### src/hdl/srsi_pkg.sv
`timescale 1ns / 1ps
`default_nettype none

package srsi_pkg;

    localparam int ROWS        = 256;
    localparam int ROW_CAP     = 16;
    localparam int COLUMN_BITS = 16;

    localparam int ROW_BITS    = $clog2(ROWS);
    localparam int SLOT_BITS   = $clog2(ROW_CAP);
    localparam int LEN_BITS    = $clog2(ROW_CAP + 1);
    localparam int ADDR_BITS   = ROW_BITS + SLOT_BITS;
    localparam int CFG_BITS    = 9;
    localparam int TOTAL_BITS  = 13;
    localparam int STATUS_BITS = 2;
    localparam int POS_BITS    = 5;

    typedef enum logic [STATUS_BITS-1:0] {
        ST_ADDED = 2'd0,
        ST_DUP   = 2'd1,
        ST_FULL  = 2'd2,
        ST_RANGE = 2'd3
    } status_t;

    typedef struct packed {
        logic [ROW_BITS-1:0]    row;
        logic [COLUMN_BITS-1:0] column;
        logic                   check_duplicate;
        logic                   last_candidate;
        logic                   in_range;
    } item_t;

endpackage

`default_nettype wire

### src/hdl/srsi_queue.sv
`timescale 1ns / 1ps
`default_nettype none

module srsi_queue (
    input  wire logic            aclk,
    input  wire logic            aresetn,
    input  wire logic            push,
    input  wire srsi_pkg::item_t push_item,
    output logic                 full,
    input  wire logic            pop,
    output logic                 not_empty,
    output srsi_pkg::item_t      pop_item
);

    srsi_pkg::item_t slot_reg [2];
    logic       wr_ptr_reg;
    logic       rd_ptr_reg;
    logic [1:0] count_reg;
    logic       do_push;
    logic       do_pop;

    assign full      = (count_reg == 2'd2);
    assign not_empty = (count_reg != 2'd0);
    assign pop_item  = slot_reg[rd_ptr_reg];
    assign do_push   = push && !full;
    assign do_pop    = pop && not_empty;

    always_ff @(posedge aclk) begin
        if (do_push) begin
            slot_reg[wr_ptr_reg] <= push_item;
        end
    end

    always_ff @(posedge aclk) begin
        if (!aresetn) begin
            wr_ptr_reg <= 1'b0;
            rd_ptr_reg <= 1'b0;
            count_reg  <= 2'd0;
        end else begin
            if (do_push) begin
                wr_ptr_reg <= !wr_ptr_reg;
            end
            if (do_pop) begin
                rd_ptr_reg <= !rd_ptr_reg;
            end
            unique case ({do_push, do_pop})
                2'b10:   count_reg <= count_reg + 2'd1;
                2'b01:   count_reg <= count_reg - 2'd1;
                default: count_reg <= count_reg;
            endcase
        end
    end

endmodule

`default_nettype wire

### config.mk
export PLATFORM = sky130hd
export DESIGN_NAME = srsi_queue
export DESIGN_NICKNAME = d
export VERILOG_FILES = /design/src/hdl/srsi_pkg.sv /design/src/hdl/srsi_queue.sv
export SDC_FILE = /design/constraint.sdc
export NUM_CORES = 1
export LEC_CHECK = 0
export ABC_CLOCK_PERIOD_IN_PS = 2000
export BUFFER_PORTS_ARGS = -buffer_cell sky130_fd_sc_hd__buf_2
export CORE_UTILIZATION = 51
export CTS_CLUSTER_DIAMETER = 100
export CTS_CLUSTER_SIZE = 14
export DETAILED_ROUTE_END_ITERATION = 12
export PLACE_DENSITY = 0.78
export SYNTH_ARGS = -nofsm -noshare
export SYNTH_HDL_FRONTEND = slang
export SYNTH_SLANG_ARGS = --single-unit
### constraint.sdc
create_clock -name aclk -period 2 [get_ports aclk]
set_input_delay 0.2 -clock aclk [delete_from_list [all_inputs] [get_ports aclk]]
set_output_delay 0.2 -clock aclk [all_outputs]
set_load 0.005 [all_outputs]
==> results.cfg, run 1 <==
[clock_network]
postCtsSetupRepairBufs = 0
holdBufCountCts = 0
htreeDepth = 3
cts_sinks = 59
cts_buffer_depth = 2
cts_tree = done
clk_latency_ps = 320
clk_pin_slew_ps = 60
cts_root_buf = clkbuf_8
cts_resized = 0
cts_buffers = 9

[synthesis]
synth_ff_type = edfxtp_1
synth_top_cell_by_area = edfxtp_1
yosysMostFrequentCell = edfxtp_1
synth-seq-area-share = 0.790
ys_ff_latch = 59
async_flop_share = 0
yosysTopAreaCellShare = 0.744
synth_edf_count = 54
synth.cell_area_mm2 = 0.00218
avgSynthCellArea_um2 = 19.8
ys_types = 18
synth_cells = 110
post_synth_most_frequent_cells = edfxtp_1, mux2_2, dfxtp_1
synthTopCellsByArea = edfxtp_1, mux2_2, dfxtp_1
yosys_warnings = 0
syn_nets = 142

[timing]
hold_violations = 0
timing.fmax_mhz = 575
max_slew_margin = 0.769
report.final.slew_viol_count = 0
final.min_clock_period_ps = 1740
finalCritPeriodShare = 0.870
whs_ps = 62.8
worst_slew_pin_slew_ps = 346
setup_viol = 0
skew_ps = 6.41
rsz0062_at_grt = no
tns_ps = 0

[final_layout]
final_layout_size_suffix_gt1_frac = 0.578
largest_reg_flops = 54
nets = 212
syn2layout_area_growth_pct = 27.4
antenna_cells = 0

[grt]
grt_pass1_vias = 1249
overflow = 0
grt_pass1_wl_mm = 5.26
track_usage = 0.172
grt_max_degree = 23
antenna_found_initial = 0

[floorplanning]
die_w_um = 67.4
fp.dieH_um = 67.4
core_area_mm2 = 0.00406
start_util = 0.537
die_area_mm2 = 0.00454
num_rows = 23
io_pins = 60

[run_status]
status = finished clean

[critical_path]
worst-setup-path-type = flip-flop to primary output
start_kind = flip-flop
crit_arrival_ps = 1540
end_kind = primary output
critPathMaxFanout = 22
worstPathRequired_ps = 1800

[pwr]
p_seq_frac = 0.464
vdd_drop_max_mv = 0.682
power_leakage_nw = 1.07
power_switching_mw = 0.889
power_density_mw_per_mm2 = 1280
comb_power_share = 0.248
power_frac_clock = 0.288
sw_frac_of_total = 0.250
intPower_mw = 2.67

[routing]
vias = 1175
drt_iter0_drc = 73
wl_per_cell_um = 14.9
wirelength_mm = 3.49
first_pass_iters = 4
via_per_inst = 5.00
drtAntennaViolNets = 0
drcViolationCount = 0

[placement]
gp_congestion = 0.657
dpl.hpwl_mm = 2.48
port_buffers = 59

[job]
drv_cap = 0

[hold_path]
hold_path.class = primary input to flip-flop
metrics by stage:
stage | util | power (mW) | cell area [µm²] | worst slack, ps | instances
2_1_floorplan | - | 2.18 | 2180 | 176 | 110
3_3_place_gp | 0.636 | 2.53 | 2580 | 365 | 219
3_5_place_dp | 0.636 | 2.57 | 2580 | 282 | 219
4_1_cts | 0.684 | 3.60 | 2780 | 214 | 235
5_1_grt | 0.684 | 3.73 | 2780 | 160 | 235
6_report | 0.684 | 3.56 | 2780 | 260 | 235
cell families (layout without fill, tap and decap cells):
kind of cell	Yosys count	after routing	synth area share
flip-flops	59	59	0.790
multiplexers	27	27	0.139
AND/OR/NAND/NOR	9	9	0.0258
buffers and inverters	6	81	0.0121
AO/OA/AOI/OAI	5	5	0.0149
XOR/XNOR	3	3	0.0121
adder cells (fa/ha/maj)	1	1	0.00574
critical path, stage by stage, from the launching register on:
cell,delay (ps)
dfxtp_1,510
buf_12,220
mux2_2,350
buf_2,130
layout by cell type (no fill, tap or decap):
master      instances
inv_2               1
o21a_1              1
mux2_2             27
or3_1               2
nand2_1             1
nand2b_2            1
nor2b_1             2
xnor2_1             3
inv_1               2
or2_2               1
ha_1                1
a21boi_1            2
buf_12              3
bufinv_16           1
clkinv_2            3
buf_2              59
clkinvlp_4          1
and3_1              1
o21ai_0             2
clkbuf_8           10
edfxtp_1           54
clkbuf_1            1
and2_1              1
dfxtp_1             5
power by group through the flow:
stage                     sequential, mW  combinational [mW]  clock, mW
after floorplan                     1.64               0.549          0
after global placement              1.66               0.870          0
after detailed placement            1.68               0.893          0
after CTS                           1.65               0.903       1.05
after global routing                1.67               0.969       1.09
final                               1.65               0.882       1.02
cell type report:
type	count	area, µm²
tap	50	62.6
inverter	3	11.3
fill	256	1280
clock inverter	5	52.6
multi-input combinational	45	432
clock buffer	11	141
timing repair buffer	62	355
sequential	59	1720
path summary, 6_finish.rpt:
path	slack [ps]	endpoint	start	cells after the start
setup / recovery	260	pop_item[18]	flip-flop	3
hold / removal	60	slot_reg[1][0]$_DFFE_PP_	push_item[0]	1
setup reg to reg	270	slot_reg[0][0]$_DFFE_PP_	count_reg[0]$_SDFFE_PN0P_	5
hold reg to reg	500	wr_ptr_reg$_SDFFE_PN0P_	wr_ptr_reg$_SDFFE_PN0P_	2
metal layers:
| layer | GRT usage | share of wire | up-vias |
|---|---|---|---|
| li1 | - | - | 563 |
| met1 | 0.165 | 0.37 | 566 |
| met2 | 0.294 | 0.56 | 38 |
| met3 | 0.0726 | 0.056 | 8 |
| met4 | 0.122 | 0.019 | 0 |
| met5 | 0 | 0 | - |
Note: power is estimated with default switching activity, not from simulation.
==> inputs of run 2 (changes only) <==
--- a/config.mk
+++ b/config.mk
@@ -7,11 +7,11 @@
 export LEC_CHECK = 0
 export ABC_CLOCK_PERIOD_IN_PS = 2000
 export BUFFER_PORTS_ARGS = -buffer_cell sky130_fd_sc_hd__buf_2
-export CORE_UTILIZATION = 51
+export CORE_UTILIZATION = 45
 export CTS_CLUSTER_DIAMETER = 100
 export CTS_CLUSTER_SIZE = 14
 export DETAILED_ROUTE_END_ITERATION = 12
-export PLACE_DENSITY = 0.78
+export PLACE_DENSITY = 0.7
 export SYNTH_ARGS = -nofsm -noshare
 export SYNTH_HDL_FRONTEND = slang
 export SYNTH_SLANG_ARGS = --single-unit
==> run 2 against run 1 <==
Register-to-register slack better by 160 ps. Cell count rose by 0.85%. Core utilization shrank 6.2 points. Sequential cell count did not move. Sequential power about the same. Setup slack worse by 50 ps. Clock skew fell by 1.8 ps. Via count up 2.1%. Routed wire length is 5.9% higher. Total power up 6.3%. Critical path type unchanged. Highest routed layer unchanged.
==> results.cfg, run 2 (synthesis results as in run 1) <==
[run_status]
status = finished clean

[final_layout]
fin_util = 0.622
multi_input_area_um2 = 432
nets = 212
final_cell_mix = buf_2, edfxtp_1, mux2_2, clkbuf_8, dfxtp_1
final_layout_size_suffix_gt1_frac = 0.568
fillCellCount = 331
regArea_mm2 = 0.00172
mostFrequentLayoutCell = buf_2
antenna_cells = 0
syn2layout_area_growth_pct = 28.6
largest_reg_flops = 54

[grt]
antenna_found_initial = 0
grt_pass1_vias = 1175
busiest_layer = met2
grtUsageMet3 = 0.0591
track_usage = 0.151
grtUsageMet1 = 0.178
grtUsageMet2 = 0.238
grt_pass1_wl_mm = 5.51
grt_max_degree = 28
overflow = 0

[floorplanning]
io_pins = 60
die_area_mm2 = 0.00513
start_util = 0.484
die_w_um = 71.6
num_rows = 24
core_area_mm2 = 0.00450
fp.dieH_um = 71.6

[critical_path]
cp_top_family = flip-flops
critPathBufInv = 2
cp_slowest_cell = dfxtp_1
reg2reg_to = slot_reg[0][22]$_DFFE_PP_
r2r-start = count_reg[0]$_SDFFE_PN0P_
rr_worst_depth = 5
ff2ff_setup_slack_ps = 430
worstPathRequired_ps = 1800
path_cells = buf_12 > mux2_2 > buf_2
cp-endpoint = pop_item[26]
critPathMaxFanout = 21
crit_arrival_ps = 1590
end_kind = primary output
critPathMaxStageDelay_ps = 550
cp.depth = 3
worst-setup-path-type = flip-flop to primary output
start_kind = flip-flop

[clock_network]
cts_buffers = 9
cts_sinks = 59
cts_root_buf = clkbuf_8
clk_latency_ps = 320
htreeDepth = 3
cts_tree = done
cts_buffer_depth = 2
clk_pin_slew_ps = 70
postCtsSetupRepairBufs = 0
cts_resized = 0
holdBufCountCts = 0

[routing]
vias = 1200
first_pass_iters = 4
drt_iter0_drc = 63
drcViolationCount = 0
via_per_inst = 5.06
wl_per_cell_um = 15.6
wirelength_mm = 3.70
drtAntennaViolNets = 0

[timing]
hold_violations = 0
setup_viol = 0
tns_ps = 0
worst_slew_pin_slew_ps = 376
finalCritPeriodShare = 0.895
skew_ps = 4.57
final.min_clock_period_ps = 1790
report.final.slew_viol_count = 0
timing.fmax_mhz = 559
rsz0062_at_grt = no
max_slew_margin = 0.749

[placement]
dpl.hpwl_mm = 2.48
port_buffers = 59
gp_congestion = 0.623

[pwr]
power_density_mw_per_mm2 = 1350
vdd_drop_max_mv = 0.701
power_leakage_nw = 1.08

[hold_path]
min_path_cells = 1
hold_path.class = primary input to flip-flop

[job]
drv_cap = 0
-- run 2: changes by cell type in the layout (fill, tap and decap cells not counted) --
cell        before  now
clkinv_1         0    3
clkbuf_8        10    9
buf_4            0    1
clkinv_2         3    1
bufinv_16        1    3
buf_12           3    2
clkbuf_1         1    0
clkinvlp_4       1    0
-- run 2: power by group --
| group | internal, mW | switching, mW |
|---|---|---|
| Combinational | 0.495 | 0.391 |
| Sequential | 1.56 | 0.0864 |
| Clock | 0.812 | 0.431 |
| Total | 2.87 | 0.908 |
-- run 2: metrics by stage --
stage	total power [mW]	setup slack, ps	hold WS [ps]	cells	cell area [µm²]
2_1_floorplan	2.18	176	299	110	2180
3_3_place_gp	2.53	502	389	221	2570
3_5_place_dp	2.57	434	393	221	2570
4_1_cts	3.82	188	48.4	237	2800
5_1_grt	3.95	133	43.3	237	2800
6_report	3.78	210	61.2	237	2800
-- run 2: how the worst min path moves through the flow --
| stage | start | to | slack (ps) |
|---|---|---|---|
| 6_report | push_item[1] | slot_reg[0][1]$_DFFE_PP_ | 60 |
| 5_1_grt | push_item[23] | slot_reg[0][23]$_DFFE_PP_ | 40 |
| 4_1_cts | push_item[1] | slot_reg[0][1]$_DFFE_PP_ | 50 |
| 3_5_place_dp | push_item[19] | slot_reg[0][19]$_DFFE_PP_ | 390 |
| 3_3_place_gp | push_item[21] | slot_reg[1][21]$_DFFE_PP_ | 390 |
| 2_1_floorplan | push_item[0] | slot_reg[0][0]$_DFFE_PP_ | 300 |
-- run 2: layer usage --
| layer | wire (µm) | share of wire |
|---|---|---|
| met5 | 0 | 0 |
| met4 | 55 | 0.015 |
| met3 | 221 | 0.060 |
| met2 | 1840 | 0.50 |
| met1 | 1580 | 0.43 |
-- run 2: layout make-up --
type | instances | share of cell area
Sequential cell | 59 | 0.614
Multi-Input combinational cell | 45 | 0.154
Timing Repair Buffer | 62 | 0.122
Clock buffer | 9 | 0.0442
Clock inverter | 7 | 0.0379
Tap cell | 52 | 0.0232
Inverter | 3 | 0.00402
