**src/hdl/srsi_pkg.sv**
```systemverilog
`timescale 1ns / 1ps
`default_nettype none

package srsi_pkg;

    localparam int ROWS        = 256;
    localparam int ROW_CAP     = 16;
    localparam int COLUMN_BITS = 16;

    localparam int ROW_BITS    = $clog2(ROWS);
    localparam int SLOT_BITS   = $clog2(ROW_CAP);
    localparam int LEN_BITS    = $clog2(ROW_CAP + 1);
    localparam int ADDR_BITS   = ROW_BITS + SLOT_BITS;
    localparam int CFG_BITS    = 9;
    localparam int TOTAL_BITS  = 13;
    localparam int STATUS_BITS = 2;
    localparam int POS_BITS    = 5;

    typedef enum logic [STATUS_BITS-1:0] {
        ST_ADDED = 2'd0,
        ST_DUP   = 2'd1,
        ST_FULL  = 2'd2,
        ST_RANGE = 2'd3
    } status_t;

    typedef struct packed {
        logic [ROW_BITS-1:0]    row;
        logic [COLUMN_BITS-1:0] column;
        logic                   check_duplicate;
        logic                   last_candidate;
        logic                   in_range;
    } item_t;

endpackage

`default_nettype wire

```
**src/hdl/srsi_front.sv**
```systemverilog
`timescale 1ns / 1ps
`default_nettype none

module srsi_front (
    input  wire logic                               aclk,
    input  wire logic                               aresetn,
    input  wire logic                               cfg_wr_en,
    input  wire logic [srsi_pkg::CFG_BITS-1:0]      cfg_wr_data,
    input  wire logic                               s_valid,
    output logic                                    s_ready,
    input  wire logic [srsi_pkg::ROW_BITS-1:0]      s_row,
    input  wire logic [srsi_pkg::COLUMN_BITS-1:0]   s_column,
    input  wire logic                               s_check_duplicate,
    input  wire logic                               s_last_candidate,
    input  wire logic                               q_full,
    output logic                                    q_push,
    output srsi_pkg::item_t                         q_item
);

    localparam logic [srsi_pkg::CFG_BITS-1:0] ROW_LIMIT = srsi_pkg::CFG_BITS'(srsi_pkg::ROWS);

    logic [srsi_pkg::CFG_BITS-1:0] active_rows_reg;
    logic [srsi_pkg::CFG_BITS-1:0] limit;

    always_ff @(posedge aclk) begin
        if (!aresetn) begin
            active_rows_reg <= srsi_pkg::CFG_BITS'(256);
        end else if (cfg_wr_en) begin
            active_rows_reg <= cfg_wr_data;
        end
    end

    assign limit   = (active_rows_reg < ROW_LIMIT) ? active_rows_reg : ROW_LIMIT;
    assign s_ready = !q_full;
    assign q_push  = s_valid && !q_full;

    always_comb begin
        q_item.row             = s_row;
        q_item.column          = s_column;
        q_item.check_duplicate = s_check_duplicate;
        q_item.last_candidate  = s_last_candidate;
        q_item.in_range        = ({1'b0, s_row} < limit);
    end

endmodule

`default_nettype wire

```
**config.mk**
```make
export PLATFORM = sky130hd
export DESIGN_NAME = srsi_front
export DESIGN_NICKNAME = d
export VERILOG_FILES = /design/src/hdl/srsi_pkg.sv /design/src/hdl/srsi_front.sv
export SDC_FILE = /design/constraint.sdc
export NUM_CORES = 1
export LEC_CHECK = 0
export ABC_AREA = 1
export BUFFER_PORTS_ARGS = -buffer_cell sky130_fd_sc_hd__buf_2
export CAP_MARGIN = 20
export CORE_MARGIN = 2
export CORE_UTILIZATION = 39
export DETAILED_ROUTE_END_ITERATION = 10
export GPL_ROUTABILITY_DRIVEN = 0
export GPL_TIMING_DRIVEN = 0
export PLACE_DENSITY = 0.82
export REMOVE_ABC_BUFFERS = 1
export SYNTH_ARGS = -nofsm -noshare
export SYNTH_HDL_FRONTEND = slang
export SYNTH_SLANG_ARGS = --single-unit
```
**constraint.sdc**
```tcl
create_clock -name aclk -period 1.9 [get_ports aclk]
set_input_delay 0.19 -clock aclk [delete_from_list [all_inputs] [get_ports aclk]]
set_output_delay 0.19 -clock aclk [all_outputs]
set_load 0.05 [all_outputs]
```
==> impl_metrics.tcl, run 1 <==
set metrics [dict create \
    crit_required_ns 1.71 \
    startpoint "active_rows_reg[8]" \
    r2r_end "active_rows_reg[8]" \
    ys_ff_latch 9 \
    maxCapViolCount 0 \
    dr_total_vias 673 \
    clk_pin_slew_ns 0.06 \
    power_density_mw_per_mm2 607.5 \
    crit_path_start_kind "register" \
    largest_register_ff_count 9 \
    clockBufferDepth 2 \
    min_path_cells 3 \
    fin_crit_sh_pct 93.70 \
    synth.top_cell.area_share_pct 25.74 \
    final_hold_viol_count 0 \
    switching_share_pct 34.46 \
    hp-class "in2reg" \
    yosysSeqAreaShare_pct 23.76 \
    avgViaCountPerCell 4.610 \
    vdd_drop_max_uv 363.0 \
    dp.cells 137 \
    cts.sinks 9 \
    synth.area.top_cells "buf_4 (26%), dfxtp_1 (24%), ha_1 (12%), nor2_1 (10%), nand2_1 (9.4%)" \
    finalMaxSlewViolations 0 \
    die_x_um 48.09 \
    worstSetupPathType "reg2out" \
    fin_skew_ns 0 \
    cp_slowest_cell "dfxtp_4" \
    cpMostUsedCell "nand2_2" \
    wirelength_um 1803 \
    clkLatencyLatePin_ns 0.26 \
    p_int_mw 0.3497 \
    dpl.hpwl_um 1383 \
    fin_area_um2 878.3 \
    endpoint "q_item[0]" \
    r2r_start "active_rows_reg[8]" \
    fmaxAchievable_mhz 561.7 \
    cts_buffers 3 \
    critPathMaxFanout 5 \
    worstMarginPinSlew_ns 0.2438 \
    core_area_mm2 0.001783 \
    htreeDepth 1 \
    nNetsFinal 169 \
    io_pins 69 \
    portBuffers 32 \
    syn_inst 108 \
    diodes 0 \
    syn_avg_cell_area_um2 7.021 \
    start_util_pct 42.53 \
    die-area_mm2 0.002313 \
    cts_tree "done" \
    endpoint_kind "primary output" \
    wl_per_cell_um 12.35 \
    p_leak_nw 0.4368 \
    clkPwrFrac_pct 27.5 \
    grt_pass1_vias 604 \
    rows 15 \
    status "finished clean" \
    period_needed_ns 1.780 \
    syn_area_um2 758.2 \
    r2r_cells 4 \
    grt.total_usage_pct 16.36 \
    cp.arrival_ns 1.59 \
    drive_gt1_share_pct 46.28 \
    drt_iter0_markers 7 \
    grt_antenna_before_repair 0 \
    grt_pass1_wl_um 2546 \
    placed_cell_area_um2 738.2 \
    grt_max_degree 12 \
    ant_nets 0 \
    cts_root_buf "clkbuf_4" \
    drt_pass1_iterations 3 \
    drc_errors 0 \
    area_growth_syn_to_layout_pct 15.84 \
    yosysWarnings 0 \
    rsz0062_at_grt "no" \
    power.switching_mw 0.1839 \
    fill_cells 181 \
    yosysUniqueCellTypes 15 \
    finalSetupViolations 0 \
    combPwrFrac_pct 33.0 \
    synth_top_area_cell "buf_4" \
    crit_chain "inv_4 -> buf_6 -> nand2_2 -> ha_4 -> nand2_2 -> nor2_2 -> nand3_2 -> nand2_2 -> nor2_2 -> buf_6" \
    die_h_um 48.09 \
    tns_ns 0 \
    max_stage_delay_ns 0.36 \
    stdcell_count 146 \
    seq_power_share_pct 39.5 \
    gr-total-overflow 0 \
    slew_headroom_pct 83.73 \
    reg2reg_slack_ns 0.92 \
]
==> metrics by stage <==
| step | hold WS, ns | util, % | power [mW] | setup slack [ns] |
|---|---|---|---|---|
| 2_1_floorplan | 0.2886 | - | 0.2765 | 0.01597 |
| 3_3_place_gp | 0.3803 | 41.40 | 0.3552 | 0.2474 |
| 3_5_place_dp | 0.3803 | 41.40 | 0.3603 | 0.1782 |
| 4_1_cts | 0.1391 | 44.21 | 0.5154 | 0.02856 |
| 5_1_grt | 0.1493 | 49.26 | 0.5723 | 0.01148 |
| 6_report | 0.1442 | 49.26 | 0.5336 | 0.1196 |
==> cell usage after synthesis <==
library cell	number
o211ai_1	1
nor2_1	21
buf_6	1
inv_1	8
a21boi_2	1
buf_2	1
a21oi_1	2
dfxtp_1	9
o21ai_0	8
nand2_1	19
nand4_1	1
ha_1	7
inv_2	1
nand3_2	2
buf_4	26
==> kinds of logic after synthesis <==
group	after synthesis	share of synthesized area, %
AO/OA/AOI/OAI	12	9.076
AND/OR/NAND/NOR	43	23.27
adder cells (fa/ha/maj)	7	11.55
buffers and inverters	37	32.34
flip-flops	9	23.76
==> worst min path at each step <==
stage | end | slack (ns) | startpoint
floorplan | active_rows_reg[8] | 0.29 | aresetn
global placement | q_item[15] | 0.38 | s_column[12]
detailed placement | q_item[15] | 0.38 | s_column[12]
CTS | active_rows_reg[8] | 0.14 | cfg_wr_data[8]
global route | active_rows_reg[4] | 0.15 | cfg_wr_data[4]
finish | active_rows_reg[8] | 0.14 | cfg_wr_data[8]
==> what timing repair did <==
| action | in CTS | in global routing |
|---|---|---|
| pin swaps | 0 | 4 |
| gates resized for setup | 3 | 14 |
| cloned | 0 | 1 |
| setup buffers | 2 | 2 |
| hold buffers | 0 | 0 |
| endpoints found under the setup margin | 1 | 1 |
==> critical path: cells and delay by family, from the launching register on <==
family        cells  cell delay, ns
simple gates      6            0.39
flops             1            0.36
buf+inv           3            0.32
fa+ha+maj         1            0.26
==> final cells by class <==
type / count / area (um2) / area share, %
Multi-Input combinational cell: 62 / 392.9 / 44.73
Timing Repair Buffer: 36 / 200.2 / 22.79
Sequential cell: 9 / 183.9 / 20.94
Inverter: 9 / 36.28 / 4.131
Tap cell: 25 / 31.28 / 3.561
Clock buffer: 4 / 26.28 / 2.991
Timing Repair inverter: 1 / 7.507 / 0.8547
==> layout by cell type (no fill, tap or decap), drive strengths merged <==
| cell type | instances |
|---|---|
| a21boi | 1 |
| a21oi | 2 |
| buf | 36 |
| clkbuf | 4 |
| clkinvlp | 1 |
| dfxtp | 9 |
| ha | 7 |
| inv | 9 |
| nand2 | 19 |
| nand3 | 2 |
| nand4 | 1 |
| nor2 | 21 |
| o211ai | 1 |
| o21ai | 8 |
==> per-layer routing <==
metal  vias up  GRT usage, %  wire, um
met5         -         10.00         0
met2        45         22.93       755
met4         0         4.865        29
met1       283         18.02       784
li1        341             -         -
met3         4         13.33       232
==> power groups by stage <==
stage | Sequential, mW | Clock, mW | Combinational (mW)
global placement | 0.212 | 0 | 0.143
CTS | 0.209 | 0.151 | 0.155
global route | 0.212 | 0.165 | 0.195
finish | 0.211 | 0.147 | 0.176
floorplan | 0.211 | 0 | 0.0656
detailed placement | 0.213 | 0 | 0.147
Note: power is estimated with default switching activity, not from simulation.
==> run 2, diff against run 1 <==
--- a/config.mk
+++ b/config.mk
@@ -9,11 +9,12 @@
 export BUFFER_PORTS_ARGS = -buffer_cell sky130_fd_sc_hd__buf_2
 export CAP_MARGIN = 20
 export CORE_MARGIN = 2
-export CORE_UTILIZATION = 39
+export CORE_UTILIZATION = 40
+export CTS_BUF_LIST = sky130_fd_sc_hd__clkbuf_8
 export DETAILED_ROUTE_END_ITERATION = 10
 export GPL_ROUTABILITY_DRIVEN = 0
 export GPL_TIMING_DRIVEN = 0
-export PLACE_DENSITY = 0.82
+export PLACE_DENSITY = 0.83
 export REMOVE_ABC_BUFFERS = 1
 export SYNTH_ARGS = -nofsm -noshare
 export SYNTH_HDL_FRONTEND = slang
==> impl_metrics.tcl, run 2 (same netlist as run 1, synthesis figures left out) <==
set metrics [dict create \
    slew_headroom_pct 83.41 \
    placed_cell_area_um2 738.2 \
    period_needed_ns 1.816 \
    p_leak_nw 0.4386 \
    largest_register_ff_count 9 \
    rows 15 \
    cts_root_buf "clkbuf_8" \
    tns_ns 0 \
    hp-class "in2reg" \
    crit_chain "inv_4 -> nand2_1 -> ha_1 -> inv_1 -> nor2_1 -> a21boi_2 -> nand2_1 -> nor2_2 -> buf_6" \
    ant_nets 0 \
    drt_pass1_iterations 3 \
    grt_max_degree 13 \
    grt_pass1_wl_um 2504 \
    min_path_cells 3 \
    fin_crit_sh_pct 95.58 \
    gr-total-overflow 0 \
    start_util_pct 42.98 \
    drc_errors 0 \
    clk_pin_slew_ns 0.04 \
    holdCritStartpoint "cfg_wr_data[8]" \
    dpl.hpwl_um 1356 \
    final_cell_mix "buf_2 (31), nor2_1 (20), nand2_1 (19)" \
    p_int_mw 0.3993 \
    cpMostUsedCell "nand2_1" \
    drt_iter0_markers 7 \
    cp.arrival_ns 1.63 \
    clkPwrFrac_pct 36.9 \
    finalMaxSlewViolations 0 \
    power_density_mw_per_mm2 712.2 \
    crit_path_start_kind "register" \
    clkLatencyLatePin_ns 0.23 \
    critPathMaxFanout 12 \
    clockBufferDepth 2 \
    worstMarginPinSlew_ns 0.2486 \
    switching_share_pct 31.37 \
    io_pins 69 \
    grt_pass1_vias 567 \
    stdcell_count 144 \
    grtUsageMet2_pct 21.08 \
    die_h_um 47.54 \
    portBuffers 32 \
    fmaxAchievable_mhz 550.7 \
    r2r_start "active_rows_reg[8]" \
    maxCapViolCount 0 \
    max_stage_delay_ns 0.33 \
    final_common_cell "buf_2" \
    nNetsFinal 167 \
    cp_slowest_cell "dfxtp_1" \
    die-area_mm2 0.002260 \
    drive_gt1_share_pct 36.13 \
    endpoint_kind "primary output" \
    final_hold_viol_count 0 \
    combPwrFrac_pct 26.8 \
    r2r_end "active_rows_reg[8]" \
    dp.cells 137 \
    worstSetupPathType "reg2out" \
    vdd_drop_max_uv 403.0 \
    hold_buffers 0 \
    power.switching_mw 0.1825 \
    dr_total_vias 648 \
    core_area_mm2 0.001764 \
    htreeDepth 1 \
    grt_antenna_before_repair 0 \
    wl_per_cell_um 11.65 \
    diodes 0 \
    gr-usage-met1_pct 20.50 \
    seq_power_share_pct 36.2 \
    grt-busiest-layer "met2" \
    use_met3_pct 13.58 \
    rsz0062_at_grt "no" \
    crit_required_ns 1.71 \
    finalSetupViolations 0 \
    cts_tree "done" \
    status "finished clean" \
    reg2reg_slack_ns 1.11 \
    wirelength_um 1677 \
    grt.total_usage_pct 17.01 \
    cts_buffers 3 \
    hold_ws_ns 0.1759 \
    fin_skew_ns 0 \
    avgViaCountPerCell 4.500 \
    fin_area_um2 817.0 \
    die_x_um 47.54 \
    cts.sinks 9 \
    area_growth_syn_to_layout_pct 7.756 \
    r2r_cells 3 \
    min_to "active_rows_reg[8]" \
]
run 2: area by class of cell:
| cell class | instances | area (um2) |
|---|---|---|
| Fill cell | 208 | 947.2 |
| Multi-Input combinational cell | 62 | 335.3 |
| Timing Repair Buffer | 35 | 188.9 |
| Sequential cell | 9 | 180.2 |
| Clock buffer | 3 | 41.29 |
| Inverter | 9 | 36.28 |
| Tap cell | 25 | 31.28 |
| Clock inverter | 1 | 3.754 |
run 2: worst max-delay path, delay by kind of cell, from the launching register on:
family	cells	cell delay [ns]
compound gates	1	0.14
fa+ha+maj	1	0.31
buf+inv	3	0.35
flops	1	0.33
simple gates	4	0.27
run 2: worst max path at each step:
stage | startpoint | end
2_1_floorplan | active_rows_reg[8] | q_item[0]
3_3_place_gp | active_rows_reg[8] | q_item[0]
3_5_place_dp | active_rows_reg[8] | q_item[0]
4_1_cts | active_rows_reg[8] | q_item[0]
5_1_grt | active_rows_reg[8] | q_item[0]
6_report | active_rows_reg[8] | q_item[0]
run 2: metrics by stage:
stage / total power, mW / worst slack, ns / util (%)
after floorplan: 0.2765 / 0.01597 / -
after global placement: 0.3552 / 0.2505 / 41.84
after detailed placement: 0.3605 / 0.1932 / 41.84
after CTS: 0.5843 / 0.03237 / 44.89
after global routing: 0.6194 / 0.003873 / 46.31
final: 0.5819 / 0.08407 / 46.31
run 2: timing repair:
item / CTS / global route
hold endpoints to repair: 0 / 0
setup endpoints to repair: 1 / 1
pin swaps: 0 / 0
setup buffers: 0 / 3
gates resized for setup: 3 / 1
run 2: power by group through the flow:
stage               registers (mW)  logic [mW]  clock network [mW]
floorplan                    0.211      0.0656                   0
global placement             0.213       0.142                   0
detailed placement           0.214       0.147                   0
CTS                          0.211       0.151               0.223
global route                 0.212       0.173               0.234
finish                       0.211       0.156               0.215
run 2: routing by layer:
layer | routed length [um] | part of all wire, %
met1 | 746 | 44
met5 | 0 | 0
met2 | 680 | 41
met4 | 27 | 1.6
met3 | 221 | 13
==> run 3, diff against run 2 <==
--- a/config.mk
+++ b/config.mk
@@ -9,12 +9,12 @@
 export BUFFER_PORTS_ARGS = -buffer_cell sky130_fd_sc_hd__buf_2
 export CAP_MARGIN = 20
 export CORE_MARGIN = 2
-export CORE_UTILIZATION = 40
+export CORE_UTILIZATION = 38
 export CTS_BUF_LIST = sky130_fd_sc_hd__clkbuf_8
 export DETAILED_ROUTE_END_ITERATION = 10
 export GPL_ROUTABILITY_DRIVEN = 0
 export GPL_TIMING_DRIVEN = 0
-export PLACE_DENSITY = 0.83
+export PLACE_DENSITY = 0.8
 export REMOVE_ABC_BUFFERS = 1
 export SYNTH_ARGS = -nofsm -noshare
 export SYNTH_HDL_FRONTEND = slang
==> constraint.sdc (replaced) <==
create_clock -name aclk -period 1.7 [get_ports aclk]
set_input_delay 0.17 -clock aclk [delete_from_list [all_inputs] [get_ports aclk]]
set_output_delay 0.17 -clock aclk [all_outputs]
set_load 0.05 [all_outputs]
==> impl_metrics.tcl, run 3 (same netlist as run 1, synthesis figures left out) <==
set metrics [dict create \
    final_hold_viol_count 0 \
    drc_errors 0 \
    r2r_end "active_rows_reg[8]" \
    fin_skew_ns 0 \
    grt-busiest-layer "met2" \
    io_pins 69 \
    grt_pass1_vias 645 \
    clk_pin_slew_ns 0.04 \
    final_cell_mix "buf_2 (31), nor2_1 (18), nand2_1 (9)" \
    avgViaCountPerCell 4.757 \
    critPathMaxFanout 6 \
    grt_pass1_wl_um 2766 \
    min_to "active_rows_reg[8]" \
    finalSetupViolations 1 \
    drt_iter0_markers 3 \
    hold_buffers 0 \
    power_mw 0.6844 \
    core_area_mm2 0.001922 \
    worstSetupPathType "reg2out" \
    dr_total_vias 704 \
    clockBufferDepth 2 \
    clkLatencyLatePin_ns 0.23 \
    crit_required_ns 1.53 \
    fin_crit_sh_pct 100.4 \
    power_density_mw_per_mm2 707.7 \
    cts_root_buf "clkbuf_8" \
    maxCapViolCount 0 \
    dpl.hpwl_um 1382 \
    wl_per_cell_um 12.62 \
    grt_antenna_before_repair 0 \
    rows 16 \
    min_path_cells 3 \
    status "complete, but fails checks" \
    cp.arrival_ns 1.54 \
    worstMarginPinSlew_ns 0.2507 \
    vdd_drop_max_uv 663.8 \
    finalWorstSetupSlack_ns -0.007123 \
    largest_register_ff_count 9 \
    cts_buffers 3 \
    grt_max_degree 12 \
    slew_headroom_pct 83.40 \
    drive_gt1_share_pct 54.55 \
    final_common_cell "buf_2" \
    dp.cells 139 \
    start_util_pct 39.45 \
    drt_pass1_iterations 3 \
    r2r_start "active_rows_reg[8]" \
    fill_cells 194 \
    ant_nets 0 \
    hold_ws_ns 0.1661 \
    reg2reg_slack_ns 0.81 \
    stdcell_count 148 \
    holdCritStartpoint "cfg_wr_data[8]" \
    diodes 0 \
    cts.sinks 9 \
    htreeDepth 1 \
    crit_path_start_kind "register" \
    die_x_um 48.67 \
    use_met3_pct 9.877 \
    r2r_cells 3 \
    die-area_mm2 0.002369 \
    wirelength_um 1868 \
    grt.total_usage_pct 15.14 \
    area_growth_syn_to_layout_pct 27.56 \
    fmaxAchievable_mhz 585.8 \
    cts_tree "done" \
    gr-total-overflow 0 \
    period_needed_ns 1.707 \
    endpoint_kind "primary output" \
    finalMaxSlewViolations 0 \
    rsz0062_at_grt "yes" \
    nNetsFinal 169 \
    hp-class "in2reg" \
    die_h_um 48.67 \
    portBuffers 32 \
    grtUsageMet2_pct 21.92 \
    tns_ns -0.007123 \
    gr-usage-met1_pct 16.76 \
    violations "negative setup slack" \
    p_leak_nw 0.4851 \
]
run 3: timing repair:
action,4_1_cts,5_1_grt
gates cloned,1,0
buffers inserted,3,1
pin swaps,4,10
gates resized for setup,13,18
endpoints found under the setup margin,1,1
run 3: worst max-delay path by stage:
stage | startpoint | endpoint | slack, ns | depth (start not counted)
after floorplan | active_rows_reg[8] | q_item[0] | -0.16 | 8
after global placement | active_rows_reg[8] | q_item[0] | 0.07 | 9
after detailed placement | active_rows_reg[8] | q_item[0] | 0.03 | 9
after CTS | active_rows_reg[8] | q_item[0] | -0.02 | 9
after global routing | active_rows_reg[8] | q_item[0] | -0.1 | 9
final | active_rows_reg[8] | q_item[0] | -0.007 | 9
run 3: stage by stage:
stage,setup WS (ns),cell area [um2],utilization (%)
finish,-0.007123,967.2,50.33
detailed placement,0.02660,740.7,38.54
global placement,0.06819,740.7,38.54
global route,-0.09962,967.2,50.33
floorplan,-0.1640,546.8,-
CTS,-0.02097,880.8,45.83
run 3: layout make-up:
type	count	area, um2	share of cell area, %
tap	27	33.78	3.493
sequential	9	183.9	19.02
timing repair buffer	36	196.4	20.31
clock buffer	3	41.29	4.269
clock inverter	1	3.754	0.3881
multi-input combinational	62	459.2	47.48
timing repair inverter	1	7.507	0.7762
inverter	9	41.29	4.269
run 3: critical path, stage by stage (launching register included):
cell and delay (ns):
dfxtp_4 0.37, inv_8 0.09, nand2_2 0.05, ha_1 0.27
nand2_2 0.09, inv_1 0.05, nand2_1 0.06, a21oi_1 0.06
nor2_2 0.11, buf_6 0.16
run 3: power breakdown:
group          switching [mW]  internal (mW)  leakage (nW)  total, mW
Combinational           0.129         0.0823         0.383      0.211
Sequential             0.0149          0.227        0.0750      0.242
Clock                  0.0750          0.156        0.0269      0.231
run 3: per-layer routing:
layer | vias up | part of all wire [%] | wire length, um
li1 | 338 | - | -
met1 | 321 | 42 | 777
met2 | 43 | 46 | 858
met3 | 2 | 12 | 226
met4 | 0 | 0.32 | 6
met5 | - | 0 | 0
